### config.mk
export PLATFORM = sky130hd
export DESIGN_NAME = pibb_cell
export DESIGN_NICKNAME = d
export VERILOG_FILES = /design/src/sv/pibb_pkg.sv /design/src/sv/pibb_cell.sv
export SDC_FILE = /design/constraint.sdc
export NUM_CORES = 1
export LEC_CHECK = 0
export ABC_AREA = 1
export BUFFER_PORTS_ARGS = -buffer_cell sky130_fd_sc_hd__clkbuf_2
export CAP_MARGIN = 5
export CORE_ASPECT_RATIO = 1.75
export CORE_MARGIN = 10
export CORE_UTILIZATION = 40
export CTS_CLUSTER_SIZE = 30
export DETAILED_ROUTE_END_ITERATION = 10
export REMOVE_ABC_BUFFERS = 1
export SETUP_SLACK_MARGIN = 0.2
export SLEW_MARGIN = 5
export SYNTH_ARGS = -nofsm -noshare
export SYNTH_HDL_FRONTEND = slang
export SYNTH_SLANG_ARGS = --single-unit
export TNS_END_PERCENT = 50
### constraint.sdc
create_clock -name clk -period 10.82 [get_ports clk]
set_clock_uncertainty 0.1 [all_clocks]
set_input_delay 1.623 -clock clk [delete_from_list [all_inputs] [get_ports clk]]
set_output_delay 1.623 -clock clk [all_outputs]
set_load 0.05 [all_outputs]
### src/sv/pibb_pkg.sv
`default_nettype none
package pibb_pkg;

  // width of one packed pixel color
  localparam int unsigned ColorBits = 32;
  // width of the palette index on the result channel
  localparam int unsigned IndexBits = 8;
  // width of the configured row length
  localparam int unsigned WidthBits = 13;
  // width of each box coordinate on the result channel
  localparam int unsigned BoxOutBits = 12;
  // image width after reset
  localparam logic [WidthBits-1:0] WidthReset = 13'd1024;

  // control flags that travel with a pixel from cell to cell
  typedef struct packed {
    logic vld;    // stage holds a pixel
    logic start;  // pixel opens a frame
    logic found;  // some cell matched or took the color
    logic fresh;  // some cell took the color as a new entry
  } pibb_ctl_t;

endpackage
`default_nettype wire

### src/sv/pibb_cell.sv
`default_nettype none
module pibb_cell #(
  parameter int unsigned CB  = 12,
  parameter int unsigned IDX = 0
) (
  input  wire logic                               clk,
  input  wire logic                               rst_n,
  input  wire logic                               en,
  input  wire pibb_pkg::pibb_ctl_t                ctl_i,
  input  wire logic [pibb_pkg::ColorBits-1:0]     color_i,
  input  wire logic [CB-1:0]                      x_i,
  input  wire logic [CB-1:0]                      y_i,
  input  wire logic [pibb_pkg::IndexBits-1:0]     idx_i,
  input  wire logic [CB-1:0]                      min_x_i,
  input  wire logic [CB-1:0]                      min_y_i,
  input  wire logic [CB-1:0]                      max_x_i,
  input  wire logic [CB-1:0]                      max_y_i,
  output pibb_pkg::pibb_ctl_t                     ctl_o,
  output logic [pibb_pkg::ColorBits-1:0]          color_o,
  output logic [CB-1:0]                           x_o,
  output logic [CB-1:0]                           y_o,
  output logic [pibb_pkg::IndexBits-1:0]          idx_o,
  output logic [CB-1:0]                           min_x_o,
  output logic [CB-1:0]                           min_y_o,
  output logic [CB-1:0]                           max_x_o,
  output logic [CB-1:0]                           max_y_o
);
  import pibb_pkg::*;

  localparam logic [IndexBits-1:0] CellIdx = IndexBits'(IDX);

  // palette entry held by this cell
  logic                 valid_r, valid_nxt;
  logic [ColorBits-1:0] color_r;
  logic [CB-1:0]        min_x_r, min_y_r, max_x_r, max_y_r;

  // pipeline stage toward the next cell
  pibb_ctl_t            ctl_r;
  logic [ColorBits-1:0] pix_r;
  logic [CB-1:0]        x_r, y_r;
  logic [IndexBits-1:0] idx_r;
  logic [CB-1:0]        bmin_x_r, bmin_y_r, bmax_x_r, bmax_y_r;

  logic          live, entry_ok, hit, claim;
  logic [CB-1:0] umin_x, umin_y, umax_x, umax_y;

  // a frame start empties the entry before the compare
  assign live     = ctl_i.vld;
  assign entry_ok = valid_r && !ctl_i.start;
  assign hit      = live && !ctl_i.found && entry_ok && (color_r == color_i);
  assign claim    = live && !ctl_i.found && !entry_ok;

  // box grown by the current coordinate
  assign umin_x = (x_i < min_x_r) ? x_i : min_x_r;
  assign umin_y = (y_i < min_y_r) ? y_i : min_y_r;
  assign umax_x = (x_i > max_x_r) ? x_i : max_x_r;
  assign umax_y = (y_i > max_y_r) ? y_i : max_y_r;

  always_comb begin
    valid_nxt = valid_r;
    if (en && live) begin
      valid_nxt = entry_ok || claim;
    end
  end

  always_ff @(posedge clk) begin
    if (!rst_n) begin
      valid_r <= 1'b0;
    end else begin
      valid_r <= valid_nxt;
    end
  end

  // entry payload
  always_ff @(posedge clk) begin
    if (en && claim) begin
      color_r <= color_i;
      min_x_r <= x_i;
      min_y_r <= y_i;
      max_x_r <= x_i;
      max_y_r <= y_i;
    end else if (en && hit) begin
      min_x_r <= umin_x;
      min_y_r <= umin_y;
      max_x_r <= umax_x;
      max_y_r <= umax_y;
    end
  end

  // stage control
  always_ff @(posedge clk) begin
    if (!rst_n) begin
      ctl_r <= '0;
    end else if (en) begin
      ctl_r.vld   <= ctl_i.vld;
      ctl_r.start <= ctl_i.start;
      ctl_r.found <= ctl_i.found || hit || claim;
      ctl_r.fresh <= ctl_i.fresh || claim;
    end
  end

  // stage payload
  always_ff @(posedge clk) begin
    if (en) begin
      pix_r <= color_i;
      x_r   <= x_i;
      y_r   <= y_i;
      if (hit || claim) begin
        idx_r <= CellIdx;
      end else begin
        idx_r <= idx_i;
      end
      if (hit) begin
        bmin_x_r <= umin_x;
        bmin_y_r <= umin_y;
        bmax_x_r <= umax_x;
        bmax_y_r <= umax_y;
      end else if (claim) begin
        bmin_x_r <= x_i;
        bmin_y_r <= y_i;
        bmax_x_r <= x_i;
        bmax_y_r <= y_i;
      end else begin
        bmin_x_r <= min_x_i;
        bmin_y_r <= min_y_i;
        bmax_x_r <= max_x_i;
        bmax_y_r <= max_y_i;
      end
    end
  end

  assign ctl_o   = ctl_r;
  assign color_o = pix_r;
  assign x_o     = x_r;
  assign y_o     = y_r;
  assign idx_o   = idx_r;
  assign min_x_o = bmin_x_r;
  assign min_y_o = bmin_y_r;
  assign max_x_o = bmax_x_r;
  assign max_y_o = bmax_y_r;

endmodule
`default_nettype wire

# After elaboration in Yosys (flattened, before gate mapping)
# Index checks and enable logic that the tools add are counted.
[totals]
register_bits = 197
input_bits = 119
elab_cells = 60
[op_classes]
magnitude_cmp = 4
eq_ne = 1
mux = 20
n_reduce_logical = 17
[op_table]
columns = ["cell", "count"]
rows = [
  ["two-way mux 12 bit", 20],
  ["equality test 32 bit", 1],
  ["greater-than comparator 12 bit", 2],
  ["< comparator 12 bit", 2],
  ["logical AND 1 bit", 8],
  ["logical OR 1 bit", 5],
  ["logical NOT 1 bit", 3],
  ["nonzero test 2 bit", 1],
]

# Longest topological paths before layout
[depth]
depth_word = 7
depth_mapped = 13
ltp_nobuf = 12

# Worst setup path after synthesis
# No wires, ideal clock.
[synth_path]
path_kind = "input to register"
start = "input port ctl_i[2] in the netlist's numbering"
end = "register max_x_r[0], enable pin"
setup_time_ps = 469
arrival_ps = 4589
path_slack_ps = 5662
cell_stages = 9
cell_sequence = "inv_2 -> nand2_1 -> nor2_2 -> nand2_1 -> nor2_1 -> nand2_1 -> nor2_1 -> nand3_1 -> a21oi_1"
[synth_via]
elab_chain_len = 6
elab_cells_between_ends = 9
classes_between = "reduce/logical: 9"
[synth_lines]
columns = ["element", "line_no", "text"]
rows = [
  ["start, declared", "pibb_cell.sv:9", "input wire pibb_pkg::pibb_ctl_t ctl_i,"],
  ["logical NOT 1 bit (*)", "pibb_cell.sv:49", "assign entry_ok = valid_r && !ctl_i.start;"],
  ["logical AND 1 bit (*)", "pibb_cell.sv:49", ""],
  ["logical NOT 1 bit or logical AND 1 bit (tied branches)", "pibb_cell.sv:51, pibb_cell.sv:50", ""],
  ["logical AND 1 bit (on tied branches)", "pibb_cell.sv:51, pibb_cell.sv:50", ""],
  ["logical AND 1 bit (on tied branches)", "pibb_cell.sv:76, pibb_cell.sv:82", ""],
  ["nonzero test 2 bit (no line) (*)", "n/a", ""],
  ["end signal, assigned", "pibb_cell.sv:80", "max_x_r <= x_i;"],
  ["end signal, assigned", "pibb_cell.sv:85", "max_x_r <= umax_x;"],
  ["end, declared", "pibb_cell.sv:35", "logic [CB-1:0] min_x_r, min_y_r, max_x_r, max_y_r;"],
]
# Every way passes the cells marked *; elsewhere a longest branch is shown, timed or not.
# A chain may end at the register's enable or synchronous reset.

# Final worst setup path
[layout_path]
start = "input port ctl_i[1] in the netlist's numbering"
end = "register max_x_r[6] (data pin)"
[layout_via]
elab_chain_len = 5
[layout_lines]
columns = ["element", "line_no", "text"]
rows = [
  ["logical NOT 1 bit", "pibb_cell.sv:51", "assign claim = live && !ctl_i.found && !entry_ok;"],
  ["logical AND 1 bit (2 in series)", "pibb_cell.sv:51", ""],
  ["logical AND 1 bit", "pibb_cell.sv:76", "if (en && claim) begin"],
  ["two-way mux 12 bit", "pibb_cell.sv:76", ""],
]
# Every way passes these cells.

==> reports/metrics.cfg <==
[run_status]
status = complete, no violations

[synthesis]
syn_area_um2 = 10300
synthFlopType = edfxtp_1
synth_seq_area_share = 0.568
synth_edf_count = 192
netlist-cell-type-count = 33
yosysTopAreaCell = edfxtp_1
synth_cells = 1158
yosys-top-cells-area = edfxtp_1 (56%), nand2_1 (20%), ha_1 (5.6%)
async_flop_share = 0
yosysMostFrequentCell = nand2_1
netlist.area_leader.share = 0.558
synthTopCellsByCount = nand2_1 (556), edfxtp_1 (192), inv_1 (96)
yosysWarnings = 0
ys_ff_latch = 197
avgSynthCellArea_um2 = 8.92

[global_routing]
grt_pass1_wl_mm = 45.1
grt_pass1_vias = 8397
grtUsageTotal = 0.176
grt_max_degree = 58
antenna_found_initial = 0
grt_overflow = 0

[cells_and_area]
drive_gt1_frac = 0.218
postLayoutCellArea_um2 = 12300
final_nets = 1549
diodes = 0
utilization = 0.487
finalNonFillerCells = 1713
syn_to_final_growth_pct = 19.4

[sta]
setup-violations-final = 0
max_slew_margin = 0.184
setup_ws_ps = 6790
fmax_mhz = 248
fin_setup_tns_ps = 0
timing.final.crit_period_ps = 4030
hold_slack_ps = 371
slew_violations = 0
final-hold-violation-count = 0
rsz0062_at_grt = no
worst_slew_pin_slew_ps = 1220
min_period_over_period = 0.372

[placement]
dp_hpwl_mm = 21.3
place_ws_ps = 6180
place.gp.congestion = 0.903
dp_cells = 1681
dpl_cell_area_um2 = 11800
io_buffers = 234

[hold_path]
hold_path_class = reg2reg

[critical_path]
crit_path_end_kind = flip-flop
crit_required_ps = 10930
max_stage_delay_ps = 660
start_kind = input port
critical_path_class = in2reg
worstPathCellList = clkbuf_2 -> inv_1 -> nand2_1 -> inv_1 -> nand2_2 -> nor2_4 -> buf_4 -> inv_1 -> buf_4 -> nand2_1 -> nand2_1
critPathTopFamily = buffers and inverters
timing.critical_path.buf_inv = 6
slowest_stage = buf_4
cp.arrival_ps = 4140
critical_path.max_fanout = 57

[power_and_ir_drop]
p_leak_nw = 6.17
finalPower_mw = 1.89
power.density_nw_per_um2 = 153
peakVddDrop_mv = 0.121

[routing]
ant_nets = 0
vias_per_cell = 4.84
vias = 8288
dr.pass1.iters = 5
drc_errors = 0
drt_wl_total_mm = 28.8
drtIter0Drc = 380
wl_per_cell_um = 16.8

[clocking]
holdBufCountCts = 0
ctsHtreeMaxLevel = 4
cts_setup_buffers = 0
clock_latency_ps = 460
cts_resized = 0
cts_root_buffer = clkbuf_16
clk_pin_slew_ps = 70
cts_tree = built
cts_buffer_depth = 2
cts-buffers-inserted = 17
clkSinkCount = 197

[flow_run]
timing.max_cap.violations = 0

[floorplan]
die_h_um = 233
die_w_um = 141
dieArea_um2 = 32900
coreArea_um2 = 25300
row_count = 77
io_pins = 235
start_util = 0.408

final cells by class:
class	instances	area [µm²]
fill	2436	13000
clock inverter	11	104
multi-input combinational	826	3890
timing repair buffer	243	1240
clock buffer	21	460
sequential	197	5870
inverter	99	372
tap	316	395
state kept, by name, indices dropped and copies added (netlist names), 8 cells and up:
signal	count
y_o	12
color_r	32
min_y_o	12
color_o	32
x_o	12
idx_o	8
min_y_r	12
max_y_r	12
max_x_r	12
min_x_o	12
max_y_o	12
max_x_o	12
min_x_r	12
per-layer routing:
layer  global-route usage  share of wire  routed length, µm  up-vias
met5                    0              0                  0        -
met4               0.0622          0.023                658        0
met3               0.0500          0.068               1960       36
met2                0.336           0.55              15900      242
met1                0.175           0.36              10300     3795
li1                     -              -                  -     4215
worst register-to-register path, stage by stage, from the launching register on:
cell	delay, ps
dfxtp_1	310
nand2_1	110
nand2_2	620
nor2_4	260
buf_4	660
inv_1	160
buf_4	340
nand2_1	170
nand2_1	50
final timing paths:
kind	start	end	slack (ps)	cells after the start
worst min register to register	ctl_o[3]	ctl_o[3]	370	2
worst max-delay path	ctl_i[1]	max_x_r[6]	6790	11
worst min-delay path	ctl_o[3]	ctl_o[3]	370	2
worst max register to register	valid_r	max_x_r[6]	7810	8
power by group:
group | switching (mW) | internal [mW] | total [mW]
combinational | 0.268 | 0.0917 | 0.360
clock | 0.291 | 0.331 | 0.622
sequential | 0.0146 | 0.893 | 0.908
layout by cell type (no fill, tap or decap), types with 5 or more instances in the layout:
master / count
a21oi_1: 28
buf_4: 10
clkbuf_16: 17
clkbuf_2: 233
dfxtp_1: 5
edfxtp_1: 192
ha_1: 46
inv_1: 96
nand2_1: 556
nand2_2: 21
nand3_1: 59
nand4_1: 8
nor2_1: 51
nor3_1: 6
o21ai_0: 10
o21ai_1: 5
xnor2_1: 10
xor2_1: 11
cell families after synthesis:
family	count (synthesis)	share of synthesized area
compound gates	47	0.0235
xor+xnor	21	0.0178
fa+ha+maj	46	0.0557
buf+inv	135	0.0571
flops	197	0.568
simple gates	712	0.278
No activity file was read; power rests on OpenSTA's default activity.
