[src/sv/pibb_pkg.sv]
`default_nettype none
package pibb_pkg;

  // width of one packed pixel color
  localparam int unsigned ColorBits = 32;
  // width of the palette index on the result channel
  localparam int unsigned IndexBits = 8;
  // width of the configured row length
  localparam int unsigned WidthBits = 13;
  // width of each box coordinate on the result channel
  localparam int unsigned BoxOutBits = 12;
  // image width after reset
  localparam logic [WidthBits-1:0] WidthReset = 13'd1024;

  // control flags that travel with a pixel from cell to cell
  typedef struct packed {
    logic vld;    // stage holds a pixel
    logic start;  // pixel opens a frame
    logic found;  // some cell matched or took the color
    logic fresh;  // some cell took the color as a new entry
  } pibb_ctl_t;

endpackage
`default_nettype wire

[src/sv/pibb_coord.sv]
`default_nettype none
module pibb_coord #(
  parameter int unsigned CB = 12
) (
  input  wire logic                            clk,
  input  wire logic                            rst_n,
  input  wire logic                            en,
  input  wire logic                            start,
  input  wire logic [pibb_pkg::WidthBits-1:0]  width,
  output logic [CB-1:0]                        x_o,
  output logic [CB-1:0]                        y_o
);
  import pibb_pkg::*;

  // wide enough for the width register and for a full row of 2^CB
  localparam int unsigned LW = (CB + 1 > WidthBits) ? CB + 1 : WidthBits;

  logic [CB-1:0] col_r, col_nxt, row_r, row_nxt;
  logic [LW-1:0] w_ext, limit, row_len, step;

  // position of the pixel being taken in
  assign x_o = start ? '0 : col_r;
  assign y_o = start ? '0 : row_r;

  // row length: zero acts as one, clamp at 2^CB
  assign w_ext = LW'(width);
  assign limit = LW'(1) << CB;
  always_comb begin
    if (w_ext == '0) begin
      row_len = LW'(1);
    end else if (w_ext > limit) begin
      row_len = limit;
    end else begin
      row_len = w_ext;
    end
  end

  // raster step
  assign step = LW'(x_o) + LW'(1);
  always_comb begin
    if (step >= row_len) begin
      col_nxt = '0;
      row_nxt = y_o + CB'(1);
    end else begin
      col_nxt = step[CB-1:0];
      row_nxt = y_o;
    end
  end

  always_ff @(posedge clk) begin
    if (!rst_n) begin
      col_r <= '0;
      row_r <= '0;
    end else if (en) begin
      col_r <= col_nxt;
      row_r <= row_nxt;
    end
  end

endmodule
`default_nettype wire

[config.mk]
export PLATFORM = sky130hd
export DESIGN_NAME = pibb_coord
export DESIGN_NICKNAME = d
export VERILOG_FILES = /design/src/sv/pibb_pkg.sv /design/src/sv/pibb_coord.sv
export SDC_FILE = /design/constraint.sdc
export NUM_CORES = 1
export LEC_CHECK = 0
export BUFFER_PORTS_ARGS = -buffer_cell sky130_fd_sc_hd__buf_2
export CAP_MARGIN = 20
export CORE_MARGIN = 10
export CORE_UTILIZATION = 30
export DETAILED_ROUTE_END_ITERATION = 16
export GPL_TIMING_DRIVEN = 0
export HOLD_SLACK_MARGIN = 0.05
export PLACE_DENSITY_LB_ADDON = 0.15
export SYNTH_ARGS = -nofsm -noshare
export SYNTH_HDL_FRONTEND = slang
export SYNTH_SLANG_ARGS = --single-unit
[constraint.sdc]
create_clock -name clk -period 4.5 [get_ports clk]
set_clock_uncertainty 0.05 [all_clocks]
set_input_delay 0.225 -clock clk [delete_from_list [all_inputs] [get_ports clk]]
set_output_delay 0.225 -clock clk [all_outputs]
set_load 0.02 [all_outputs]
## Word level (Yosys, flattened, before mapping)

Cells that the tools add are included.

- Flip-flop bits (word level): 24
- Logic and storage cells: 13

- $add $sub $neg: 2
- $lt $le $gt $ge: 2
- Mux-type cells: 6
- Reductions and logical operators: 1

Operators with widths:

| cell | count |
|---|---|
| 12-bit two-way mux | 4 |
| 13-bit two-way mux | 2 |
| 12-bit by 1-bit adder with 13-bit output, second input constant | 1 |
| 13-bit >= comparator | 1 |
| 13-bit greater-than comparator, second input constant | 1 |
| 13-bit zero test | 1 |
| 12-bit by 1-bit adder with 12-bit output, second input constant | 1 |

## Logic depth before layout (Yosys ltp)

Gate-level depths: netlist of run 1.

- Depth in word-level cells: 5
- Mapped depth: 17
- Depth with buffers taken out: 13

## Least setup slack after synthesis of run 1

No wires, ideal clock.

- Path kind: input to register
- Start: in start
- End: reg row_r[8]
- Setup time: 76 ps
- Arrival time: 3428 ps
- Setup slack: 946 ps
- Stages on the path: 17
- Path buffers: 4
- Cells stage by stage: buf_2 clkbuf_1 nor2b_1 ha_1 nand2_1 nor4_2 and3_1 xor2_1 ha_1 a21oi_1 o21ai_0 a21oi_1 o31a_1 buf_6 buf_2 o21ai_0 a31oi_1

- Word-level cells in the longest chain between the ends: 4
- Elaborated cells on any way between the ends: 6

Ends and longest elaborated chain:

| item | RTL line | text |
|---|---|---|
| from (decl) | pibb_coord.sv:8 | `input wire logic start,` |
| 12-bit two-way mux | pibb_coord.sv:22 | `assign x_o = start ? '0 : col_r;` |
| net x_o[0] | pibb_coord.sv:10 | `output logic [CB-1:0] x_o,` |
| 12-bit by 1-bit adder with 13-bit output | pibb_coord.sv:39 | `assign step = LW'(x_o) + LW'(1);` |
| 13-bit >= comparator | pibb_coord.sv:41 | `if (step >= row_len) begin` |
| 12-bit two-way mux | pibb_coord.sv:41 |  |
| to (signal assigned) | pibb_coord.sv:56 | `row_r <= row_nxt;` |
| to (decl) | pibb_coord.sv:18 | `logic [CB-1:0] col_r, col_nxt, row_r, row_nxt;` |

The timed path passes the listed nets, and every way through them passes these cells.
A chain may end at the register's enable or synchronous reset.

## Worst setup path after layout of run 1

- Start: in start
- End: reg row_r[8]

- Word-level cells in the longest chain between the ends: 4
- Elaborated cells on any way between the ends: 6

Ends and longest elaborated chain:

| item | RTL line |
|---|---|
| 12-bit two-way mux | pibb_coord.sv:22 |
| 12-bit by 1-bit adder with 13-bit output | pibb_coord.sv:39 |
| 13-bit >= comparator | pibb_coord.sv:41 |
| 12-bit two-way mux (*) | pibb_coord.sv:41 |

Mark *: on every way between the ends. The rest lies on a longest branch, timed or not.

==> results of run 1 <==
power groups by stage:
stage	registers [mW]	clock network (mW)	logic, mW
after floorplan	0.219	0	0.0324
after global placement	0.219	0	0.0544
after detailed placement	0.219	0	0.0546
after CTS	0.214	0.160	0.0549
after global routing	0.214	0.165	0.0610
final	0.214	0.153	0.0537
registers in the layout (all words and copies together) (netlist names):
name	count
row_r	12
col_r	12
through the flow:
step	total power, mW	setup slack (ps)	utilization (%)	area, sq um
floorplan	0.2512	946.3	-	1846
global placement	0.2735	139.0	35.84	2135
detailed placement	0.2737	201.2	35.84	2135
CTS	0.4290	495.7	36.76	2190
global route	0.4401	104.0	36.76	2190
finish	0.4209	545.1	36.76	2190
logic make-up after synthesis:
family	Yosys count	synth area share, %
buffers and inverters	23	5.356
xor gates and xnor gates	9	4.271
AOI/OAI and AO/OA	51	16.68
muxes	1	0.5424
adders and majority gates	15	10.17
and+or+nand+nor	128	36.95
DFF	24	26.03
critical path, delay by kind of cell:
family,cells,cell delay [ps]
AOI/OAI and AO/OA,6,970
xor gates and xnor gates,1,230
adders and majority gates,2,560
buffers and inverters,5,1030
and+or+nand+nor,4,1050
path summary, 6_finish.rpt:
| check | start | endpoint | slack (ps) | cells after the start |
|---|---|---|---|---|
| setup / recovery | start | row_r[8] | 550 | 18 |
| hold / removal | rst_n | row_r[11] | 280 | 2 |
| setup reg to reg | col_r[0] | row_r[8] | 800 | 15 |
| hold reg to reg | col_r[7] | col_r[7] | 430 | 2 |
cell usage after synthesis (2+ instances only):
master    number  share of area, %
nand4_1        7               2.4
a31oi_1        6               2.0
xor2_1         3               1.4
ha_1          15                10
nor3_1         2              0.54
buf_1          2              0.41
o21ai_1        2              0.54
or4_1          3               1.2
clkbuf_1       7               1.4
o21ai_0        7               1.9
nand3_1       17               4.6
nor4_1         4               1.4
o31a_1         5               2.4
nor2_1         7               1.4
and3_1         6               2.0
inv_1          8               1.6
nor2b_1       26               8.8
buf_2          4               1.1
xnor2_1        6               2.8
nand2_1       43               8.7
o21a_1         2              0.81
dfxtp_1       24                26
a21oi_1       22               6.0
or3_1          2              0.68
and2_1         3               1.0
per-layer routing:
metal	up-vias	share of wire, %	GRT usage [%]	wire, um
li1	978	-	-	-
met1	861	47	13.71	2593
met2	43	46	19.52	2561
met3	5	6.3	2.723	350
met4	0	1.1	3.418	59
met5	-	0	0	0
cell type report:
class	count	area (sq um)
multi-input cells	204	1266
fillers	645	3766
clock buffers	4	55.05
plain buffers	14	65.06
repair buffers	39	195.2
well taps	75	93.84
inverters	9	33.78
flip-flops and latches	24	480.5
placed cells by master (no fill, tap or decap), types with 8 or more instances in the layout:
cell type,netlist,routed
dfxtp_1,24,24
a21oi_1,22,22
nand2_1,43,43
ha_1,15,15
nor2b_1,26,26
nand3_1,17,17
buf_2,4,43
inv_1,8,8
==> flow_summary_export.csv, run 1 <==
group,metric,value,unit
outcome,status,"finished clean",
clocking,clk_latency,280,ps
power_and_ir_drop,intPower,0.3093,mW
drt,totalWireLength,5565,um
yosys,yosys_warnings,0,
global_route,grt_start_max_net_pins,14,
yosys,synthCells,251,
worst_setup_path,cp.required,4650,ps
drt,drc,0,
final_layout,syn_to_final_growth,18.64,%
timing,finalWorstPathRequiredPeriod,3955,ps
timing,hold_slack,282.2,ps
final_layout,finalNonFillerCells,369,
floorplan,core_region_area,5956,sq um
yosys,synth_cell_type_count,43,
global_route,antenna_found_initial,0,
place,numPortBuffers,39,
clocking,cts-root-buf,"clkbuf_8",
power_and_ir_drop,power_density,192.2,nW/um^2
clocking,cts_buffers,3,
global_route,grt_pass1_vias,1895,
timing,fin_tns_setup,0,ps
worst_setup_path,slowest_stage,"nor2b_1",
clocking,postCtsSetupRepairBufs,0,
power_and_ir_drop,vdd_drop_max,0.0001152,V
worst_setup_path,path_cells,"buf_2 -> buf_2 -> clkbuf_1 -> nor2b_1 -> ha_1 -> nand2_1 -> nor4_2 -> and3_1 -> xor2_1 -> ha_1 -> a21oi_1 -> o21ai_0 -> a21oi_1 -> o31a_1 -> buf_6 -> buf_2 -> o21ai_0 -> a31oi_1",
power_and_ir_drop,p_comb_share,12.8,%
yosys,synthFlopType,"dfxtp_1",
yosys,synth-edff-count,0,
global_route,grt-ovfl-total,0,
worst_setup_path,critical_path_class,"input pin to flop",
job,cap_violations,0,
worst_setup_path,cp.arrival,4100,ps
yosys,seq_area_frac_synth,26.03,%
floorplan,die-area,9688,sq um
floorplan,die_h,98.43,um
place,post-dp-hpwl,4386,um
clocking,clockBufferDepth,2,
timing,worstMarginPinSlew,791.0,ps
timing,slew_headroom,46.82,%
drt,wire_per_inst,15.08,um
place,place.gp.congestion,0.8617,
power_and_ir_drop,power_switching,0.1116,mW
clocking,cts.sinks,24,
timing,hold_viol,0,
timing,max_freq,0.2528,GHz
floorplan,io-pin-count,41,
yosys,synthesis.area,1846,sq um
timing,final_max_slew_viol_count,0,
drt,drtIter0Drc,46,
drt,antenna_left,0,
worst_setup_path,start_kind,"input pin",
power_and_ir_drop,p_leak,0.9360,nW
clocking,cts_resized,0,
timing,setup_violations,0,
yosys,async_reset_ff_share,0,%
worst_setup_path,path_max_fanout,10,
global_route,grt_first_pass_wirelength,9342,um
yosys,avgSynthCellArea,7.353,sq um
final_layout,nets,327,
worst_setup_path,slowest_delay,370,ps
global_route,grt.total_usage,11.39,%
drt,firstDrtPassIters,4,
clocking,clk_pin_slew,90,ps
worst_setup_path,worstSetupEndpointType,"flop",
floorplan,rows,28,
yosys,synth_seq_cells,24,
power_and_ir_drop,switching_share,26.52,%
power_and_ir_drop,seqPwrFrac,50.9,%
final_layout,diodes,0,
power_and_ir_drop,p_clk_share,36.4,%
drt,via_per_inst,5.114,
yosys,syn-num-nets,283,
timing,rsz0062_at_grt,"false",
floorplan,die_w,98.43,um
clocking,cts_max_level,1,
drt,vias,1887,
worst_setup_path,cpMostUsedCell,"buf_2",
clocking,ctsHoldBuffers,0,
timing,fin_crit_sh,87.89,%
floorplan,start_util,30.99,%
place,dpl.cell_count,365,
clocking,cts_tree,"built",
worst_hold_path,hold_class,"input pin to flop",
final_layout,layout-drive-gt1-share,17.01,%
Note: power is estimated with default switching activity, not from simulation.
==> run 2: changes to the inputs <==
CORE_UTILIZATION = 45   (was 30)
==> run 2 against run 1 <==
Utilization up 18 points. Cell count down 6.8%. First-iteration DRC count up 63%. Flip-flop and latch count unchanged. Non-clock buffer count unchanged. Setup slack better by 90 ps. Largest power group unchanged. Combinational power down 3%. Total power up 8.1%. Via count up 0.64%. Critical path depth down 4. Largest cell class unchanged. Sequential power about the same. Highest routed layer unchanged.
==> flow_summary_export.csv, run 2 (same netlist as run 1, synthesis figures left out) <==
group,metric,value,unit
outcome,status,"finished clean",
clocking,postCtsSetupRepairBufs,0,
timing,hold_viol,0,
timing,fin_tns_setup,0,ps
floorplan,rows,23,
clocking,clk_latency,270,ps
place,dpl.cell_count,340,
drt,firstDrtPassIters,4,
final_layout,nets,327,
power_and_ir_drop,intPower,0.3499,mW
power_and_ir_drop,totalPowerFinal,0.4552,mW
final_layout,finalNonFillerCells,344,
floorplan,die-area,7063,sq um
timing,setup_violations,0,
timing,finalWorstPathRequiredPeriod,3865,ps
place,numPortBuffers,39,
worst_setup_path,path_max_fanout,10,
final_layout,reg_top3,"col_r x12, row_r x12",
place,place.gp.congestion,0.8617,
clocking,clockBufferDepth,2,
place,post-dp-hpwl,4064,um
drt,wire_per_inst,14.60,um
global_route,antenna_found_initial,0,
worst_hold_path,hold_class,"input pin to flop",
drt,via_per_inst,5.520,
floorplan,io-pin-count,41,
timing,max_freq,0.2587,GHz
floorplan,core_region_area,3971,sq um
clocking,ctsHoldBuffers,0,
final_layout,layout-drive-gt1-share,17.01,%
power_and_ir_drop,p_comb_share,11.5,%
global_route,grt-ovfl-total,0,
timing,worstMarginPinSlew,882.3,ps
final_layout,diodes,0,
worst_setup_path,worstSetupEndpointType,"flop",
power_and_ir_drop,seqPwrFrac,47.0,%
power_and_ir_drop,power_switching,0.1053,mW
timing,fin_crit_sh,85.89,%
power_and_ir_drop,p_leak,0.9429,nW
clocking,cts-root-buf,"clkbuf_8",
drt,drtIter0Drc,75,
floorplan,start_util,46.47,%
job,cap_violations,0,
clocking,cts_resized,0,
clocking,clk_pin_slew,90,ps
power_and_ir_drop,power_density,209.3,nW/um^2
timing,slew_headroom,40.68,%
timing,rsz0062_at_grt,"false",
power_and_ir_drop,p_clk_share,41.5,%
drt,drc,0,
clocking,cts_max_level,1,
drt,vias,1899,
final_layout,fill_cells,420,
power_and_ir_drop,switching_share,23.13,%
global_route,grt_start_max_net_pins,15,
clocking,cts.sinks,24,
worst_setup_path,cp.arrival,3990,ps
global_route,grt_first_pass_wirelength,8569,um
final_layout,final_cell_mix,"43 x nand2_1, 43 x buf_2, 26 x nor2b_1, 24 x dfxtp_1, 22 x a21oi_1",
worst_setup_path,critical_path_class,"input pin to flop",
power_and_ir_drop,vdd_drop_max,0.0001362,V
timing,final_max_slew_viol_count,0,
floorplan,die_w,84.04,um
drt,antenna_left,0,
clocking,cts_tree,"built",
final_layout,syn_to_final_growth,17.83,%
global_route,grt.total_usage,13.89,%
clocking,cts_buffers,3,
worst_setup_path,cp.required,4620,ps
drt,totalWireLength,5024,um
global_route,grt_pass1_vias,1851,
floorplan,die_h,84.04,um
worst_setup_path,start_kind,"input pin",
-- run 2: changes by cell type in the layout (fill, tap and decap cells not counted), sizes merged --
cell	change
bufinv	+1
clkbuf	-1
-- run 2: layout make-up --
class	count	area, sq um	share of cell area [%]
multi-input combinational	204	1266	58.23
sequential	24	480.5	22.09
timing repair buffer	39	195.2	8.976
buffer	14	65.06	2.992
tap	50	62.56	2.877
clock buffer	3	41.29	1.899
inverter	9	33.78	1.554
clock inverter	1	30.03	1.381
-- run 2: metal layers --
metal	track usage [%]	wire (um)	vias up
met5	0	0	-
met1	17.57	2368	865
met3	2.637	260	5
met2	23.03	2337	51
met4	3.957	57	0
li1	-	-	978
-- run 2: final timing paths --
| path | slack (ps) | from | endpoint | cells past startpoint |
|---|---|---|---|---|
| worst min-delay path | 280 | rst_n | row_r[6] | 2 |
| worst max-delay path | 630 | start | row_r[9] | 14 |
| worst min register to register | 430 | col_r[11] | col_r[11] | 2 |
| worst max register to register | 890 | col_r[0] | row_r[9] | 11 |
-- run 2: metrics by stage --
stage | setup slack, ps | hold slack (ps) | area (sq um) | utilization [%]
finish | 634.9 | 283.9 | 2175 | 54.76
global route | 249.2 | 305.1 | 2175 | 54.76
CTS | 577.1 | 276.9 | 2175 | 54.76
detailed placement | 296.6 | 418.1 | 2103 | 52.96
global placement | 288.1 | 410.0 | 2103 | 52.96
floorplan | 946.3 | 395.1 | 1846 | -
-- run 2: worst max-delay path, cell delays in order --
cell and delay (ps):
buf_2 130, buf_2 190, clkbuf_1 290, nor2b_1 330, ha_1 270, nand2_1 100, nor4_2 330, and3_1 230
xor2_1 240, ha_1 200, nand4_1 140, o31ai_1 790, a21boi_0 200, o31a_1 320
-- run 2: power by group through the flow --
stage | clock, mW | combinational, mW | sequential [mW]
after floorplan | 0 | 0.0324 | 0.219
after global placement | 0 | 0.0523 | 0.219
after detailed placement | 0 | 0.0528 | 0.219
after CTS | 0.193 | 0.0529 | 0.214
after global routing | 0.201 | 0.0594 | 0.214
final | 0.189 | 0.0522 | 0.214
==> run 3: changes to the inputs <==
CTS_BUF_LIST = sky130_fd_sc_hd__clkbuf_2 sky130_fd_sc_hd__clkbuf_4 sky130_fd_sc_hd__clkbuf_8   (was not set)
PLACE_DENSITY = 0.68   (was not set)
PLACE_DENSITY_LB_ADDON = not set   (was 0.15)
==> run 3 against run 2 <==
Routed wire length shrank 1.3%. Critical path depth is the same. Total power shrank 14%. Global-route usage is essentially flat. Register-to-register slack lost 20 ps. Via count grew 1.3%. Critical path type unchanged. Critical endpoint unchanged. Highest routed layer unchanged.
==> flow_summary_export.csv, run 3 (same netlist as run 1, synthesis figures left out) <==
group,metric,value,unit
worst_setup_path,worst_r2r_startpoint,"col_r[0]",
floorplan,rows,23,
worst_hold_path,hold_class,"input pin to flop",
place,numPortBuffers,39,
job,cap_violations,0,
floorplan,die_h,84.04,um
timing,fin_tns_setup,0,ps
clocking,clockBufferDepth,2,
timing,setup_violations,0,
clocking,cts_max_level,1,
worst_hold_path,min_to,"row_r[6]",
worst_setup_path,cp.arrival,4010,ps
worst_setup_path,critical_path_class,"input pin to flop",
clocking,cts-root-buf,"clkbuf_8",
drt,antenna_left,0,
worst_setup_path,path_max_fanout,10,
timing,max_freq,0.2566,GHz
power_and_ir_drop,power_density,183.3,nW/um^2
drt,via_per_inst,5.609,
clocking,cts_tree,"built",
final_layout,layout-drive-gt1-share,16.72,%
drt,drc,0,
final_layout,diodes,0,
worst_setup_path,cp.required,4610,ps
drt,wire_per_inst,14.46,um
global_route,grt_first_pass_wirelength,8562,um
timing,slew_headroom,44.16,%
clocking,clk_latency,270,ps
floorplan,die_w,84.04,um
timing,rsz0062_at_grt,"false",
place,dpl.cell_count,340,
floorplan,io-pin-count,41,
final_layout,fill_cells,403,
global_route,grt_start_max_net_pins,13,
final_layout,final_cell_mix,"43 x nand2_1, 43 x buf_2, 26 x nor2b_1, 24 x dfxtp_1, 22 x a21oi_1",
final_layout,syn_to_final_growth,16.20,%
drt,vias,1924,
drt,drtIter0Drc,80,
worst_setup_path,worstSetupEndpointType,"flop",
worst_hold_path,hold_depth,2,
outcome,status,"finished clean",
final_layout,reg_top3,"col_r x12, row_r x12",
clocking,cts_resized,0,
worst_hold_path,min_from,"rst_n",
clocking,ctsHoldBuffers,0,
global_route,grt.total_usage,13.91,%
worst_setup_path,rr_worst_depth,11,
final_layout,nets,327,
floorplan,start_util,46.47,%
place,place.gp.congestion,0.8709,
timing,fin_crit_sh,86.60,%
global_route,grt-ovfl-total,0,
global_route,antenna_found_initial,0,
final_layout,finalNonFillerCells,343,
timing,hold_viol,0,
worst_setup_path,start_kind,"input pin",
worst_setup_path,r2r_end,"row_r[9]",
global_route,grt_pass1_vias,1928,
timing,worstMarginPinSlew,830.5,ps
clocking,cts_buffers,3,
floorplan,die-area,7063,sq um
clocking,cts.sinks,24,
power_and_ir_drop,vdd_drop_max,0.0001555,V
clocking,postCtsSetupRepairBufs,0,
drt,totalWireLength,4960,um
drt,firstDrtPassIters,4,
power_and_ir_drop,p_leak,0.9288,nW
worst_setup_path,reg2reg_slack,870,ps
clocking,clk_pin_slew,80,ps
final_layout,postLayoutCoreUtil,54.00,%
floorplan,core_region_area,3971,sq um
timing,finalWorstPathRequiredPeriod,3897,ps
place,post-dp-hpwl,3984,um
timing,final_max_slew_viol_count,0,
run 3: cell count changes in the layout (fill, tap and decap cells not counted), sizes merged:
cell / previous run / this run
bufinv: 1 / 0
run 3: cell type report:
class                           count  area, sq um  share of cell area [%]
Buffer                             14        65.06                   3.034
Sequential cell                    24        480.5                   22.40
Inverter                            9        33.78                   1.575
Timing Repair Buffer               39        195.2                   9.101
Multi-Input combinational cell    204         1266                   59.04
Tap cell                           50        62.56                   2.917
Clock buffer                        3        41.29                   1.925
run 3: metrics by stage:
stage	worst slack, ps	instance area (sq um)	total power, mW	hold WS [ps]
2_1_floorplan	946.3	1846	0.2512	395.1
3_3_place_gp	310.3	2103	0.2717	407.7
3_5_place_dp	270.2	2103	0.2723	414.3
4_1_cts	553.2	2145	0.3973	280.2
5_1_grt	211.0	2145	0.4111	305.7
6_report	602.8	2145	0.3932	280.5
run 3: how the worst max path moves through the flow:
stage,from,end,slack [ps],cells after the start
4_1_cts,start,row_r[9],550,14
5_1_grt,start,col_r[8],210,18
3_3_place_gp,start,row_r[9],310,14
6_report,start,row_r[9],600,14
3_5_place_dp,start,row_r[9],270,14
2_1_floorplan,start,row_r[8],950,17
run 3: power breakdown:
group | switching [mW] | internal (mW) | total (mW)
Combinational | 0.0354 | 0.0177 | 0.0530
Sequential | 0.000726 | 0.213 | 0.214
Clock | 0.0662 | 0.0600 | 0.126
Total | 0.102 | 0.291 | 0.393
run 3: critical path: stages:
cell and delay [ps]:
buf_2 130, buf_2 180, clkbuf_1 290, nor2b_1 370
ha_1 280, nand2_1 100, nor4_2 350, and3_1 230
xor2_1 230, ha_1 190, nand4_1 140, o31ai_1 750
a21boi_0 200, o31a_1 320
run 3: per-layer routing:
layer / GRT usage (%) / wire, um / vias to the layer above
li1: - / - / 982
met1: 16.43 / 2341 / 877
met2: 23.17 / 2196 / 58
met3: 3.809 / 339 / 7
met4: 5.175 / 82 / 0
met5: 0 / 0 / -
